--- config.mk ---
export PLATFORM = sky130hd
export DESIGN_NAME = tcp_congestion_window_control_core
export DESIGN_NICKNAME = d
export VERILOG_FILES = /design/src/rtl/core/tcwc_pkg.sv /design/src/rtl/core/tcp_congestion_window_control_core.sv /design/src/rtl/core/tcwc_recip.sv
export SDC_FILE = /design/constraint.sdc
export NUM_CORES = 1
export LEC_CHECK = 0
export BUFFER_PORTS_ARGS = -buffer_cell sky130_fd_sc_hd__buf_4
export CAP_MARGIN = 20
export CORE_ASPECT_RATIO = 0.7
export CORE_MARGIN = 4
export CORE_UTILIZATION = 45
export CTS_CLUSTER_SIZE = 28
export DETAILED_ROUTE_END_ITERATION = 10
export PLACE_DENSITY = 0.73
export SYNTH_ARGS = -nofsm -noshare
export SYNTH_HDL_FRONTEND = slang
export SYNTH_SLANG_ARGS = --single-unit
--- constraint.sdc ---
create_clock -name clk -period 4.1 [get_ports clk]
set_input_delay 0.82 -clock clk [delete_from_list [all_inputs] [get_ports clk]]
set_output_delay 0.82 -clock clk [all_outputs]
set_load 0.005 [all_outputs]
--- src/rtl/core/tcwc_pkg.sv ---
package tcwc_pkg;

  // Congestion phase codes
  localparam logic [1:0] PH_OPEN     = 2'd0;
  localparam logic [1:0] PH_DISORDER = 2'd1;
  localparam logic [1:0] PH_RECOVERY = 2'd2;
  localparam logic [1:0] PH_FAST     = 2'd3;

  // 16.16 window constants
  localparam logic [31:0] ONE_SEG  = 32'h0001_0000;
  localparam logic [31:0] HALF_SEG = 32'h0000_8000;
  localparam logic [15:0] THRESHOLD_INIT = 16'd16;

  localparam logic [7:0] DUP_TRIGGER = 8'd3;
  localparam logic [7:0] DUP_MAX     = 8'd255;

  // Reciprocal divider: one quotient bit per cycle, 33 bits
  localparam int          RECIP_QW   = 33;
  localparam logic [5:0]  RECIP_LAST = 6'(RECIP_QW - 1);

  localparam int IN_DATA_W  = 64;
  localparam int OUT_DATA_W = 56;

  typedef enum logic [4:0] {
    S_IDLE = 5'b00001,
    S_EVAL = 5'b00010,
    S_DIV  = 5'b00100,
    S_ADD  = 5'b01000,
    S_OUT  = 5'b10000
  } seq_state_t;

endpackage

--- src/rtl/core/tcp_congestion_window_control_core.sv ---
// From accept to result valid the sequencer passes S_EVAL, then S_OUT when no
// 1/window term is needed; when it is, S_DIV runs the 33-step restoring divider
// for 2^32/window and S_ADD adds the term before S_OUT. One ACK at a time; the
// next ACK is taken while a finished result still waits in the output register.
// Reset (rst, synchronous): phase open, window one segment, threshold 16.
module tcp_congestion_window_control_core (
  input  logic        clk,
  input  logic        rst,
  input  logic        s_axis_tvalid,
  output logic        s_axis_tready,
  input  logic [tcwc_pkg::IN_DATA_W-1:0] s_axis_tdata,  // ack_number, send_next
  input  logic [0:0]  s_axis_tuser,                      // is_new_ack
  output logic        m_axis_tvalid,
  input  logic        m_axis_tready,
  // retransmit, window_fixed, threshold, phase, zero pad
  output logic [tcwc_pkg::OUT_DATA_W-1:0] m_axis_tdata
);
  import tcwc_pkg::*;

  seq_state_t state;

  logic        new_q;
  logic [31:0] ack_q;
  logic [31:0] snd_q;
  logic        retx_q;

  logic [1:0]  phase_reg;
  logic [31:0] window_reg;
  logic [15:0] threshold_reg;
  logic [7:0]  duplicate_count;
  logic        halving_done;
  logic [31:0] recover_seq;

  logic [1:0]  phase_next;
  logic [31:0] window_next;
  logic [15:0] threshold_next;
  logic [7:0]  dup_next;
  logic        halving_next;
  logic [31:0] recovery_next;
  logic        retx_next;
  logic        need_recip;

  logic [31:0] half_win;
  logic [31:0] half_again;
  logic [15:0] cut_thr;
  logic [32:0] seg_sum;
  logic [31:0] grown_seg;

  logic        recip_start;
  logic        recip_done;
  logic [32:0] recip_q;
  logic [33:0] recip_sum;

  function automatic logic [31:0] minus_half(input logic [31:0] w);
    minus_half = (w < HALF_SEG) ? 32'd0 : w - HALF_SEG;
  endfunction

  tcwc_recip u_recip (
    .clk      (clk),
    .rst      (rst),
    .start    (recip_start),
    .divisor  (window_reg),
    .done     (recip_done),
    .quotient (recip_q)
  );

  assign s_axis_tready = (state == S_IDLE);
  assign recip_start   = (state == S_EVAL) && need_recip && (window_reg != 32'd0);
  assign recip_sum     = {2'b00, window_reg} + {1'b0, recip_q};

  always_comb begin
    half_win   = minus_half(window_reg);
    cut_thr    = (window_reg[31:17] == 15'd0) ? 16'd1 : {1'b0, window_reg[31:17]};
    half_again = half_win - HALF_SEG;
    seg_sum    = {1'b0, window_reg} + {1'b0, ONE_SEG};
    grown_seg  = seg_sum[32] ? 32'hFFFF_FFFF : seg_sum[31:0];
  end

  // Decide the whole update except the 1/window addition
  always_comb begin
    phase_next     = phase_reg;
    window_next    = window_reg;
    threshold_next = threshold_reg;
    halving_next   = halving_done;
    recovery_next  = recover_seq;
    retx_next      = 1'b0;
    need_recip     = 1'b0;
    if (new_q) begin
      dup_next = 8'd0;
    end else begin
      dup_next = (duplicate_count != DUP_MAX) ? duplicate_count + 8'd1 : duplicate_count;
    end

    if (new_q && phase_reg != PH_FAST) begin
      phase_next = PH_OPEN;
      if (window_reg[31:16] < threshold_reg) begin
        window_next = grown_seg;
      end else begin
        need_recip = 1'b1;
      end
    end else if (!new_q && (phase_reg == PH_OPEN || phase_reg == PH_DISORDER)) begin
      phase_next = (phase_reg == PH_OPEN) ? PH_DISORDER : PH_RECOVERY;
      if (window_reg[31:16] < threshold_reg) begin
        window_next = grown_seg;
      end else begin
        need_recip = 1'b1;
      end
    end else if (!new_q && phase_reg == PH_RECOVERY) begin
      // fast retransmit on the third duplicate, then the first halving step
      if (dup_next == DUP_TRIGGER) begin
        threshold_next = cut_thr;
        recovery_next  = snd_q;
        retx_next      = 1'b1;
        phase_next     = PH_FAST;
        if (half_win > {cut_thr, 16'h0000}) begin
          window_next  = half_again;
          halving_next = 1'b0;
        end else begin
          window_next  = half_win;
          halving_next = 1'b1;
        end
      end
    end else begin
      // fast recovery: halving step, or 1/window growth once halved, on new or duplicate ACK
      if (halving_done) begin
        need_recip = 1'b1;
      end else if (window_reg > {threshold_reg, 16'h0000}) begin
        window_next = half_win;
      end else begin
        halving_next = 1'b1;
      end
      if (new_q) begin
        if (ack_q < recover_seq) begin
          retx_next = 1'b1;
        end else begin
          phase_next = PH_OPEN;
        end
      end
    end
  end

  always_ff @(posedge clk) begin
    if (s_axis_tvalid && s_axis_tready) begin
      new_q <= s_axis_tuser[0];
      ack_q <= s_axis_tdata[31:0];
      snd_q <= s_axis_tdata[63:32];
    end
  end

  always_ff @(posedge clk) begin
    if (rst) begin
      state           <= S_IDLE;
      phase_reg       <= PH_OPEN;
      window_reg      <= ONE_SEG;
      threshold_reg   <= THRESHOLD_INIT;
      duplicate_count <= 8'd0;
      halving_done    <= 1'b0;
      recover_seq     <= 32'd0;
      retx_q          <= 1'b0;
      m_axis_tvalid   <= 1'b0;
    end else begin
      if (m_axis_tvalid && m_axis_tready && state != S_OUT) begin
        m_axis_tvalid <= 1'b0;
      end
      case (state)
        S_IDLE: begin
          if (s_axis_tvalid) begin
            state <= S_EVAL;
          end
        end
        S_EVAL: begin
          phase_reg       <= phase_next;
          threshold_reg   <= threshold_next;
          duplicate_count <= dup_next;
          halving_done    <= halving_next;
          recover_seq     <= recovery_next;
          retx_q          <= retx_next;
          if (need_recip && window_reg == 32'd0) begin
            // zero window: reciprocal saturates
            window_reg <= 32'hFFFF_FFFF;
            state      <= S_OUT;
          end else if (need_recip) begin
            state <= S_DIV;
          end else begin
            window_reg <= window_next;
            state      <= S_OUT;
          end
        end
        S_DIV: begin
          if (recip_done) begin
            state <= S_ADD;
          end
        end
        S_ADD: begin
          window_reg <= (recip_sum[33:32] != 2'b00) ? 32'hFFFF_FFFF : recip_sum[31:0];
          state      <= S_OUT;
        end
        S_OUT: begin
          // hold until the output register is free
          if (!m_axis_tvalid || m_axis_tready) begin
            m_axis_tvalid <= 1'b1;
            state         <= S_IDLE;
          end
        end
        default: begin
          state <= S_IDLE;
        end
      endcase
    end
  end

  always_ff @(posedge clk) begin
    if (state == S_OUT && (!m_axis_tvalid || m_axis_tready)) begin
      m_axis_tdata <= {5'd0, phase_reg, threshold_reg, window_reg, retx_q};
    end
  end

endmodule

--- src/rtl/core/tcwc_recip.sv ---
module tcwc_recip (
  input  logic        clk,
  input  logic        rst,
  input  logic        start,
  input  logic [31:0] divisor,
  output logic        done,
  output logic [32:0] quotient
);
  import tcwc_pkg::*;

  logic [31:0] divisor_q;
  logic [31:0] rem;
  logic [5:0]  count;
  logic        busy;

  logic [32:0] shifted;
  logic [32:0] diff;
  logic        ge;

  // Dividend is 2^32: only the first step brings in a one
  always_comb begin
    shifted = {rem, (count == RECIP_LAST)};
    diff    = shifted - {1'b0, divisor_q};
    ge      = (shifted >= {1'b0, divisor_q});
  end

  always_ff @(posedge clk) begin
    if (rst) begin
      busy <= 1'b0;
      done <= 1'b0;
    end else begin
      done <= 1'b0;
      if (start) begin
        busy <= 1'b1;
      end else if (busy && count == 6'd0) begin
        busy <= 1'b0;
        done <= 1'b1;
      end
    end
  end

  always_ff @(posedge clk) begin
    if (start) begin
      divisor_q <= divisor;
      rem       <= 32'd0;
      count     <= RECIP_LAST;
      quotient  <= 33'd0;
    end else if (busy) begin
      rem      <= ge ? diff[31:0] : shifted[31:0];
      quotient <= {quotient[31:0], ge};
      count    <= count - 6'd1;
    end
  end

endmodule

After elaboration in Yosys (flattened, before gate mapping)
Index checks and enable logic that the tools add are counted.
- add/sub/neg operators: 7
- reductions and logical operators: 30
- equal/unequal tests: 22
- bitwise logic cells: 2
- muxes and demuxes: 53
- magnitude comparators: 6
- operators by type and width (cell ; count):
    $mux W32 ; 14
    $pmux W32 S2 ; 1
    $sub A32 B16 Y32 const B ; 2
    $add A32 B33 Y34 ; 1
    $add A32 B17 Y33 const B ; 1
    $ge A33 B32 Y1 ; 1
    $gt A32 B31 Y1 ; 1
    $gt A32 B32 Y1 ; 1
    $logic_not A32 Y1 ; 1
    $lt A32 B16 Y1 const B ; 1
    $lt A32 B32 Y1 ; 1
    $reduce_bool A32 Y1 ; 1
    $sub A32 B32 Y32 ; 1
    $mux W5 ; 5
    $pmux W5 S5 ; 1
    $mux W1 ; 22
    $lt A16 B16 Y1 ; 1
    $mux W8 ; 2
    $logic_not A15 Y1 ; 1
    $mux W15 ; 1
    $mux W2 ; 7
    $logic_and A1 B1 Y1 ; 11
    $reduce_and A5 Y1 ; 2
    $add A8 B1 Y8 const B ; 1
    30 further kinds ; 39
- flip-flop bits (word level): 319
- input bits: 69
- output and inout port bits: 58
- logic and storage cells: 139

Depth between registers and ports, before layout
Gate-level depths: netlist of the first run.
- depth after elaboration: 11
- depth in mapped cells: 19

Cells and area by module
From an unflattened synthesis of the first run, not the netlist that was laid out.
- cell total of the unflattened synthesis: 1837
- area total of the unflattened synthesis: 17893.4 µm²
- by module, submodules not included (module ; area an instance (µm²) ; times used ; sequential area each (µm²) ; cells each):
    tcp_congestion_window_control_core ; 12169.2 ; 1 ; 5395.2 ; 1222
    tcwc_recip ; 5724.2 ; 1 ; 2422.3 ; 615

Least setup slack after synthesis of the first run
No wires, ideal clock.
- path type: flip-flop to flip-flop
- start: register window_reg[17]
- end: register window_reg[26]
- arrival time: 4.236 ns
- setup slack: -0.250 ns
- cell stages (with the launch flop): 20
- library setup time: 0.114 ns
- path buffers: 3
- required time: 3.986 ns
- cell sequence: dfxtp_1 clkbuf_1 inv_1 ha_1 a21boi_1 nand2_1 nor2_1 clkbuf_1 nor2_1 ha_1 and4_1 nand2_1 a21o_1 a21oi_1 a21o_1 clkbuf_1 nand3_1 xnor2_1 o211a_1 a2111oi_0
- cells in the longest elaborated chain, start to end: 11
- ends and longest elaborated chain (item ; line ; source):
    start, declared ; tcp_congestion_window_control_core.sv:28 ; logic [31:0] window_reg;
    start signal, assigned ; tcp_congestion_window_control_core.sv:185 ; window_reg <= window_next;
    start signal, assigned ; tcp_congestion_window_control_core.sv:195 ; window_reg <= (recip_sum[33:32] != 2'b00) ? 32'hFFFF_FFFF : recip_sum[31:0];
    $sub A32 B16 Y32, or another cell as far along ; tcp_congestion_window_control_core.sv:55 ; minus_half = (w < HALF_SEG) ? 32'd0 : w - HALF_SEG;
    $mux W32 / $mux W15 (equally long branches) ; tcp_congestion_window_control_core.sv:55, tcp_congestion_window_control_core.sv:73 ;
    $sub A32 B16 Y32 / $gt A32 B31 Y1 (equally long branches) ; tcp_congestion_window_control_core.sv:74, tcp_congestion_window_control_core.sv:115 ;
    $mux W32 ; tcp_congestion_window_control_core.sv:115 ; if (half_win > {cut_thr, 16'h0000}) begin
    $mux W32 ; tcp_congestion_window_control_core.sv:110 ; if (dup_next == DUP_TRIGGER) begin
    $mux W32 ; tcp_congestion_window_control_core.sv:108 ; end else if (!new_q && phase_reg == PH_RECOVERY) begin
    $mux W32 ; tcp_congestion_window_control_core.sv:101 ; end else if (!new_q && (phase_reg == PH_OPEN || phase_reg == PH_DISORDER)) begin
    $mux W32 ; tcp_congestion_window_control_core.sv:94 ; if (new_q && phase_reg != PH_FAST) begin
    $mux W32 ; tcp_congestion_window_control_core.sv:182 ; end else if (need_recip) begin
    $mux W32 ; tcp_congestion_window_control_core.sv:178 ; if (need_recip && window_reg == 32'd0) begin
    $pmux W32 S2 ; tcp_congestion_window_control_core.sv:165 ; case (state)
Parallel ways exist; a longest one is shown, timed or not. The select of a mux whose other input is x is not followed.
A chain may end at the register's enable or synchronous reset.

Final worst setup path of the first run
- start: register window_reg[21]
- end: register window_reg[28]
The elaborated chain is that of the path after synthesis.

==> results.json, run 1 <==
{
  "fin_setup_tns_ns": 0,
  "status": "completed",
  "rrSetupSlack_ns": 0.16,
  "clock-root-buffer": "clkbuf_16",
  "cts_hold_buf": 0,
  "min_path_type": "reg -> reg",
  "cap_violations": 0,
  "worstSkewPairLatency_ns": 0.55,
  "yosys_register_bits": 317,
  "die-width_um": 246.6,
  "skew_ns": 0.02442,
  "clk_pin_slew_ns": 0.06,
  "cts_inserted_buffers": 34,
  "overflow": 0,
  "cpLargestDelayFamily": "simple AND/OR/NAND/NOR gates",
  "setup_violations": 0,
  "slew_headroom_pct": 36.63,
  "rows": 60,
  "critPathSlowestCell": "or4_4",
  "viasPerCell": 5.818,
  "core_um2": 38890,
  "ys.warnings.count": 0,
  "power_density_nw_per_um2": 501.7,
  "nets": 2262,
  "cp_cell_sequence": "or3_4 -> or4_4 -> mux2i_2 -> inv_1 -> ha_1 -> and4_1 -> nand2_1 -> a21o_1 -> a21oi_2 -> a21o_1 -> buf_4 -> nand4b_1 -> xnor2_1 -> o221ai_1 -> o21ai_0",
  "start_util_pct": 46.12,
  "synth_cells": 1881,
  "leakagePower_nw": 8.439,
  "crit_path_start_kind": "register",
  "hold_viol": 0,
  "fin_util_pct": 54.68,
  "dr.pass1.iters": 6,
  "crit_path_end_kind": "register",
  "synth-edff-count": 147,
  "cts_sinks": 317,
  "fmax_ghz": 0.2536,
  "cts.path.max_buffers": 3,
  "postRouteAntennaNets": 0,
  "largest_register_ffs": 50,
  "drc": 0,
  "cts_tree": "yes",
  "fp.dieArea_um2": 43170,
  "totalWireLength_um": 53160,
  "hpwl_um": 39560,
  "grt_usage_pct": 23.95,
  "place_inst": 2546,
  "postSynthAreaPerCell_um2": 9.535,
  "final_layout_size_suffix_gt1_share_pct": 16.17,
  "path_buf_inv": 2,
  "diodes": 0,
  "wire_per_inst_um": 20.36,
  "report.final.slew_viol_count": 0,
  "die_h_um": 175.0,
  "cp.arrival_ns": 4.38,
  "regMostFlops": "m_axis_tdata",
  "cpPeakStageDelay_ns": 0.49,
  "ys.flop_type": "dfxtp_1",
  "ioPinCount": 127,
  "globalplace.congestion": 1.013,
  "worstMarginPinSlew_ns": 0.9506,
  "area_growth_pct": 18.55,
  "path_max_fanout": 6,
  "reg_top3": "m_axis_tdata: 50 flops, u_recip.quotient: 33 flops",
  "drt_iter0_drc": 1447,
  "ir_drop_v": 0.0002702,
  "synthDistinctLibCells": 78,
  "period_share_pct": 96.19,
  "grt_start_max_net_pins": 72,
  "vias": 15190,
  "port_buffers": 120,
  "critical_path.most_common_cell": "a21o_1",
  "netlist_area_um2": 17940,
  "grt_pass1_vias": 14260,
  "synth-seq-area-share_pct": 43.59,
  "antenna_found_initial": 0,
  "fin_crit_ns": 3.944,
  "nFillCells": 3424,
  "h-tree-depth": 2,
  "synthArstFlopShare_pct": 0,
  "cp.required_ns": 4.53,
  "grt_first_pass_wirelength_um": 82420,
  "fin_cells": 2611,
  "crit_type": "reg -> reg"
}
-- synthesized netlist by cell type, types with 8 or more instances --
library cell  instances  area, um2
o21a_1               11      82.58
nand2_1              79      296.5
xor2_1               25      219.0
nand3_1              59      295.3
nand3b_1             13      97.59
and2_1                9      56.30
o21ai_0             102      510.5
o31ai_1              13      97.59
a21o_1               33      247.7
a211oi_1             24      180.2
or3_1                14      87.58
ha_1                133       1664
nor2b_1              11      68.82
a21oi_1             138      690.7
a31oi_1              18      112.6
nor4_1               22      137.6
nor3_1               48      240.2
nor3b_1               8      60.06
or4_1                11      82.58
nand2b_1             22      137.6
edfxtp_1            147       4414
clkbuf_1             75      281.5
nor2_1              195      732.0
dfxtp_1             170       3403
mux2i_1             110       1101
nand4_1              37      231.5
xnor2_1              59      516.8
inv_1               135      506.7
o211ai_1             17      127.6
-- area by class of cell --
cell class              count  area, um2  share of cell area [%]
multi-input cells        1343       9383                   44.13
flip-flops and latches    317       7828                   36.81
repair buffers            226       1772                   8.332
clock buffers              42      900.9                   4.237
well taps                 527      659.4                   3.101
inverters                 136      510.5                   2.401
clock inverters            20      210.2                  0.9886
-- where the power goes --
group | total, W | leakage (nW) | internal (W) | switching [W]
combinational | 0.00358 | 5.17 | 0.00152 | 0.00206
clock | 0.00306 | 0.535 | 0.00168 | 0.00138
sequential | 0.00403 | 2.73 | 0.00376 | 0.000270
total | 0.0107 | 8.44 | 0.00695 | 0.00371
-- worst reg2reg max path, stage by stage, from the launching register on --
cell      delay, ns
dfxtp_1        0.40
or3_4          0.44
or4_4          0.50
mux2i_2        0.21
inv_1          0.07
ha_1           0.31
and4_1         0.21
nand2_1        0.09
a21o_1         0.17
a21oi_2        0.19
a21o_1         0.26
buf_4          0.15
nand4b_1       0.10
xnor2_1        0.27
o221ai_1       0.17
o21ai_0        0.28
-- layout by cell type, fill, tap and decap left out, types with 59 or more instances in the layout --
master,Yosys,routed
buf_4,6,220
nor2_1,195,193
dfxtp_1,170,164
edfxtp_1,147,147
a21oi_1,138,136
inv_1,135,134
ha_1,133,132
mux2i_1,110,108
o21ai_0,102,101
nand2_1,79,79
nand3_1,59,59
xnor2_1,59,59
-- through the flow --
step | hold slack, ns | setup slack [ns] | cell area (um2) | power [W]
after global placement | 0.4182 | 0.1257 | 20020 | 0.007444
after CTS | 0.4247 | 0.1113 | 21130 | 0.01059
after global routing | 0.4227 | -0.03414 | 21260 | 0.01127
after floorplan | 0.4064 | 0.04101 | 17960 | 0.006433
after detailed placement | 0.4214 | 0.1528 | 20020 | 0.007515
final | 0.4353 | 0.1564 | 21260 | 0.01067
-- what timing repair did --
item                       4_1_cts  5_1_grt
gates resized for setup          0       30
setup endpoints to repair        0       22
buffers inserted                 0        3
-- final timing paths --
check / start / to / depth (start not counted)
max: window_reg[21] / window_reg[28] / 15
min: retx_q / m_axis_tdata[0] / 0
max reg2reg: window_reg[21] / window_reg[28] / 15
min reg2reg: retx_q / m_axis_tdata[0] / 0
-- logic make-up (layout without fill, tap and decap cells) --
group / Yosys count / in the layout / synth area share, %
XOR/XNOR: 84 / 84 / 4.102
multiplexers: 112 / 112 / 6.264
AO/OA/AOI/OAI: 442 / 442 / 15.74
other: 1 / 6 / 0.02091
flip-flops: 317 / 317 / 43.59
buffers and inverters: 226 / 424 / 4.974
adder cells (fa/ha/maj): 135 / 135 / 9.501
AND/OR/NAND/NOR: 564 / 564 / 15.81
-- layer usage --
layer	wire length, um	global-route usage [%]	up-vias
met5	0	0	-
met4	1008	5.056	0
met1	25350	37.28	7204
met2	21830	34.02	664
li1	-	-	7239
met3	4971	4.924	84
No activity file was read; power rests on OpenSTA's default activity.
==> inputs of run 2 (changes only) <==
--- a/config.mk
+++ b/config.mk
@@ -8,7 +8,7 @@
 export BUFFER_PORTS_ARGS = -buffer_cell sky130_fd_sc_hd__buf_4
 export CAP_MARGIN = 20
 export CORE_ASPECT_RATIO = 0.7
-export CORE_MARGIN = 4
+export CORE_MARGIN = 2
 export CORE_UTILIZATION = 45
 export CTS_CLUSTER_SIZE = 28
 export DETAILED_ROUTE_END_ITERATION = 10
==> run 2 against run 1 <==
Against the previous run:
- sequential power is essentially flat
- setup slack lost 0.014 ns
- core utilization shrank 0.75 points
- critical endpoint is now window_reg[23]
- largest power group unchanged
==> results.json, run 2 (synthesis results as in run 1) <==
{
  "viasPerCell": 5.768,
  "port_buffers": 120,
  "cap_violations": 0,
  "status": "completed",
  "place_inst": 2555,
  "fin_cells": 2621,
  "power_density_nw_per_um2": 515.2,
  "worstMarginPinSlew_ns": 0.8503,
  "leakagePower_nw": 8.501,
  "path_max_fanout": 8,
  "worstSkewPairLatency_ns": 0.53,
  "setup_violations": 0,
  "cts_inserted_buffers": 34,
  "core_um2": 39540,
  "cts.path.max_buffers": 3,
  "drc": 0,
  "fmax_ghz": 0.2527,
  "overflow": 0,
  "regMostFlops": "m_axis_tdata",
  "area_growth_pct": 18.88,
  "cts_hold_buf": 0,
  "globalplace.congestion": 0.9799,
  "grt_pass1_vias": 14150,
  "final_common_cell": "buf_4",
  "h-tree-depth": 2,
  "reg_top3": "m_axis_tdata: 50 flops, u_recip.quotient: 33 flops",
  "total_power_w": 0.01099,
  "dpl_worst_slack_ns": -0.1623,
  "layout_common_cells": "buf_4 (223), nor2_1 (193), dfxtp_1 (168)",
  "largest_register_ffs": 50,
  "crit_path_end_kind": "register",
  "clk_pin_slew_ns": 0.06,
  "antenna_found_initial": 0,
  "nFillCells": 3504,
  "hold_viol": 0,
  "ioPinCount": 127,
  "clock-root-buffer": "clkbuf_16",
  "cts_tree": "yes",
  "ff_latch_area_um2": 7823,
  "fin_crit_ns": 3.958,
  "ir_drop_v": 0.0002783,
  "totalWireLength_um": 50350,
  "rsz0062_at_grt": "false",
  "die_h_um": 171.0,
  "grt_usage_pct": 23.88,
  "period_share_pct": 96.53,
  "grt_start_max_net_pins": 82,
  "fin_area_um2": 21320,
  "crit_type": "reg -> reg",
  "vias": 15120,
  "drt_iter0_drc": 1427,
  "hpwl_um": 37400,
  "cp.arrival_ns": 4.35,
  "diodes": 0,
  "wire_per_inst_um": 19.21,
  "postLayoutSetupSlackWorst_ns": 0.1422,
  "rows": 61,
  "fp.dieArea_um2": 41500,
  "report.final.slew_viol_count": 0,
  "dr.pass1.iters": 6,
  "crit_path_start_kind": "register",
  "cp.required_ns": 4.50,
  "nets": 2264,
  "grt_first_pass_wirelength_um": 79060,
  "skew_ns": 0.01892,
  "min_path_type": "reg -> reg",
  "start_util_pct": 45.37,
  "die-width_um": 242.6,
  "slew_headroom_pct": 43.05,
  "final_layout_size_suffix_gt1_share_pct": 15.29,
  "cts_sinks": 317,
  "rrSetupSlack_ns": 0.14,
  "multiInputGateArea_um2": 9325,
  "placed_area_um2": 20010,
  "postRouteAntennaNets": 0
}
-- run 2: cell count changes in the layout (fill, tap and decap cells not counted), sizes merged --
cell,delta
clkbuf,+5
clkinvlp,-2
bufinv,+6
inv,-1
buf,+2
clkinv,-8
-- run 2: power by group --
part | total [W] | internal (W) | switching (W)
Clock | 0.00337 | 0.00207 | 0.00130
Sequential | 0.00402 | 0.00376 | 0.000260
Combinational | 0.00360 | 0.00153 | 0.00207
-- run 2: area by class of cell --
cell class / instances / share of cell area, %
tap: 535 / 3.139
clock inverter: 15 / 1.309
multi-input combinational: 1343 / 43.74
timing repair buffer: 228 / 8.321
sequential: 317 / 36.69
inverter: 136 / 2.394
clock buffer: 47 / 4.413
-- run 2: final timing paths --
path / from / cells past startpoint / end
setup / recovery: window_reg[10] / 13 / window_reg[23]
hold / removal: threshold_reg[4] / 0 / m_axis_tdata[37]
hold reg to reg: threshold_reg[4] / 0 / m_axis_tdata[37]
setup reg to reg: window_reg[10] / 13 / window_reg[23]
-- run 2: layer usage --
| metal | GRT usage [%] | share of wire (%) |
|---|---|---|
| met4 | 5.228 | 1.7 |
| met1 | 35.20 | 48 |
| met2 | 35.83 | 42 |
| met3 | 5.020 | 8.2 |
| met5 | 0 | 0 |
-- run 2: worst max-delay path, cell delays in order, from the launching register on --
cell	delay (ns)
dfxtp_1	0.56
ha_1	0.39
nand4_1	0.19
o211ai_1	0.16
a211oi_1	0.52
a2111oi_1	0.25
buf_4	0.20
o21a_1	0.18
a41oi_1	0.31
mux2i_4	0.13
buf_4	0.17
buf_4	0.17
nor4_1	0.43
o21ai_0	0.16
-- run 2: through the flow --
step	TNS (ns)	utilization [%]	hold slack, ns
after floorplan	0	-	0.4064
after global placement	-0.07368	50.61	0.4227
after detailed placement	-0.5726	50.61	0.4270
after CTS	0	53.73	0.4421
after global routing	0	53.93	0.4473
final	0	53.93	0.4395
-- run 2: what timing repair did --
action | in CTS | in global routing
setup buffers | 0 | 4
pin swaps | 0 | 1
setup endpoints to repair | 18 | 22
resized for setup | 3 | 11
gates cloned | 0 | 0
==> inputs of run 3 (changes only) <==
--- a/config.mk
+++ b/config.mk
@@ -13,6 +13,7 @@
 export CTS_CLUSTER_SIZE = 28
 export DETAILED_ROUTE_END_ITERATION = 10
 export PLACE_DENSITY = 0.73
+export REMOVE_ABC_BUFFERS = 1
 export SYNTH_ARGS = -nofsm -noshare
 export SYNTH_HDL_FRONTEND = slang
 export SYNTH_SLANG_ARGS = --single-unit
==> run 3 against run 2 <==
Against the previous run:
- register-to-register slack about the same
- setup slack improved by 0.012 ns
- cell count about the same
- highest routed layer unchanged
- clock skew increased by 0.0093 ns
- combinational power increased by 2%
- critical path type unchanged
- via count decreased by 1.1%
==> results.json, run 3 (synthesis results as in run 1) <==
{
  "status": "completed",
  "fmax_ghz": 0.2534,
  "globalplace.congestion": 0.9957,
  "die-width_um": 242.6,
  "fin_setup_tns_ns": 0,
  "power_switching_w": 0.003766,
  "setup_violations": 0,
  "port_buffers": 120,
  "fp.dieArea_um2": 41500,
  "layout_common_cells": "buf_4 (216), nor2_1 (193), dfxtp_1 (169)",
  "ff_latch_area_um2": 7821,
  "drt_iter0_drc": 1304,
  "wire_per_inst_um": 18.80,
  "dr.pass1.iters": 6,
  "internal_power_w": 0.007179,
  "reg_top3": "m_axis_tdata: 50 flops, u_recip.quotient: 33 flops",
  "multiInputGateArea_um2": 9364,
  "skew_ns": 0.02818,
  "grt_pass1_vias": 14350,
  "vias": 14950,
  "rows": 61,
  "crit_path_start_kind": "register",
  "crit_type": "reg -> reg",
  "cts.path.max_buffers": 3,
  "seq_power_share_pct": 36.8,
  "cts_inserted_buffers": 35,
  "dr_wl_met3_um": 3864,
  "hpwl_um": 36210,
  "swShare_pct": 34.41,
  "ir_drop_v": 0.0003596,
  "h-tree-depth": 2,
  "power_density_nw_per_um2": 513.5,
  "clk_pin_slew_ns": 0.06,
  "nets": 2261,
  "m1WireLength_um": 23440,
  "postRouteAntennaNets": 0,
  "overflow": 0,
  "comb_power_share_pct": 33.6,
  "timing.hold.ws_ns": 0.4343,
  "cp.arrival_ns": 4.43,
  "worstMarginPinSlew_ns": 0.8883,
  "crit_path_end_kind": "register",
  "report.final.slew_viol_count": 0,
  "postLayoutSetupSlackWorst_ns": 0.1539,
  "final_layout_size_suffix_gt1_share_pct": 15.50,
  "slew_headroom_pct": 40.66,
  "cts_tree": "yes",
  "fin_area_um2": 21320,
  "period_share_pct": 96.25,
  "fin_util_pct": 53.91,
  "clock-root-buffer": "clkbuf_16",
  "min_path_type": "reg -> reg",
  "grt_usage_pct": 23.39,
  "path_max_fanout": 4,
  "dpl_worst_slack_ns": 0.1240,
  "core_um2": 39540,
  "drc": 0,
  "placed_area_um2": 20030,
  "hold_viol": 0,
  "cap_violations": 0,
  "die_h_um": 171.0,
  "start_util_pct": 45.37,
  "grt_start_max_net_pins": 70,
  "antenna_found_initial": 0,
  "cts_hold_buf": 0,
  "viasPerCell": 5.710,
  "nFillCells": 3568,
  "area_growth_pct": 18.84,
  "final_common_cell": "buf_4",
  "leakagePower_nw": 8.482,
  "diodes": 0,
  "ioPinCount": 127,
  "grt_first_pass_wirelength_um": 77850,
  "cp.required_ns": 4.58,
  "largest_register_ffs": 50,
  "fin_crit_ns": 3.946,
  "clkPwrFrac_pct": 29.6,
  "met2_length_um": 20960,
  "cts_sinks": 317,
  "regMostFlops": "m_axis_tdata",
  "rsz0062_at_grt": "false",
  "highest_layer": "met4",
  "totalWireLength_um": 49240,
  "worstSkewPairLatency_ns": 0.56
}
-- run 3: worst paths after layout --
path / startpoint / end / slack, ns / depth (start not counted)
max: window_reg[16] / window_reg[25] / 0.15 / 19
min: retx_q / m_axis_tdata[0] / 0.43 / 0
max reg2reg: window_reg[16] / window_reg[25] / 0.15 / 19
min reg2reg: retx_q / m_axis_tdata[0] / 0.43 / 0
-- run 3: cell type report --
| type | count | area share, % |
|---|---|---|
| Multi-Input combinational cell | 1344 | 43.93 |
| Sequential cell | 317 | 36.69 |
| Timing Repair Buffer | 223 | 8.265 |
| Clock buffer | 45 | 4.332 |
| Tap cell | 535 | 3.140 |
| Inverter | 136 | 2.395 |
| Clock inverter | 19 | 1.244 |
-- run 3: worst max-delay path, cell delays in order (launching register included) --
cell,delay [ns]
dfxtp_1,0.33
inv_1,0.08
ha_1,0.23
a21boi_2,0.17
nand2_1,0.10
or4_4,0.43
mux2i_1,0.19
inv_1,0.09
ha_1,0.31
and4_4,0.23
nand2_1,0.08
a21o_1,0.19
a21oi_4,0.22
buf_4,0.14
a21oi_1,0.05
buf_4,0.20
nor4_4,0.28
xor2_1,0.31
o221ai_1,0.16
nand2_1,0.08
-- run 3: metrics by stage --
stage / total power (W) / instances
after detailed placement: 0.007541 / 2553
after CTS: 0.01083 / 2617
final: 0.01094 / 2619
after global placement: 0.007459 / 2553
after floorplan: 0.006381 / 1796
after global routing: 0.01156 / 2619
-- run 3: metal layers --
metal | global-route usage, % | vias to the layer above
li1 | - | 7232
met1 | 34.19 | 7068
met2 | 35.82 | 581
met3 | 4.329 | 73
met4 | 5.468 | 0
met5 | 0 | -
-- run 3: power groups by stage --
stage / sequential, W / combinational [W] / clock [W]
after floorplan: 0.00404 / 0.00234 / 0
after global placement: 0.00407 / 0.00339 / 0
after detailed placement: 0.00408 / 0.00346 / 0
after CTS: 0.00402 / 0.00349 / 0.00332
after global routing: 0.00407 / 0.00405 / 0.00344
final: 0.00402 / 0.00368 / 0.00325
-- run 3: what timing repair did --
action / 4_1_cts / 5_1_grt
endpoints found under the setup margin: 0 / 15
resized for setup: 0 / 21
buffers inserted: 0 / 1
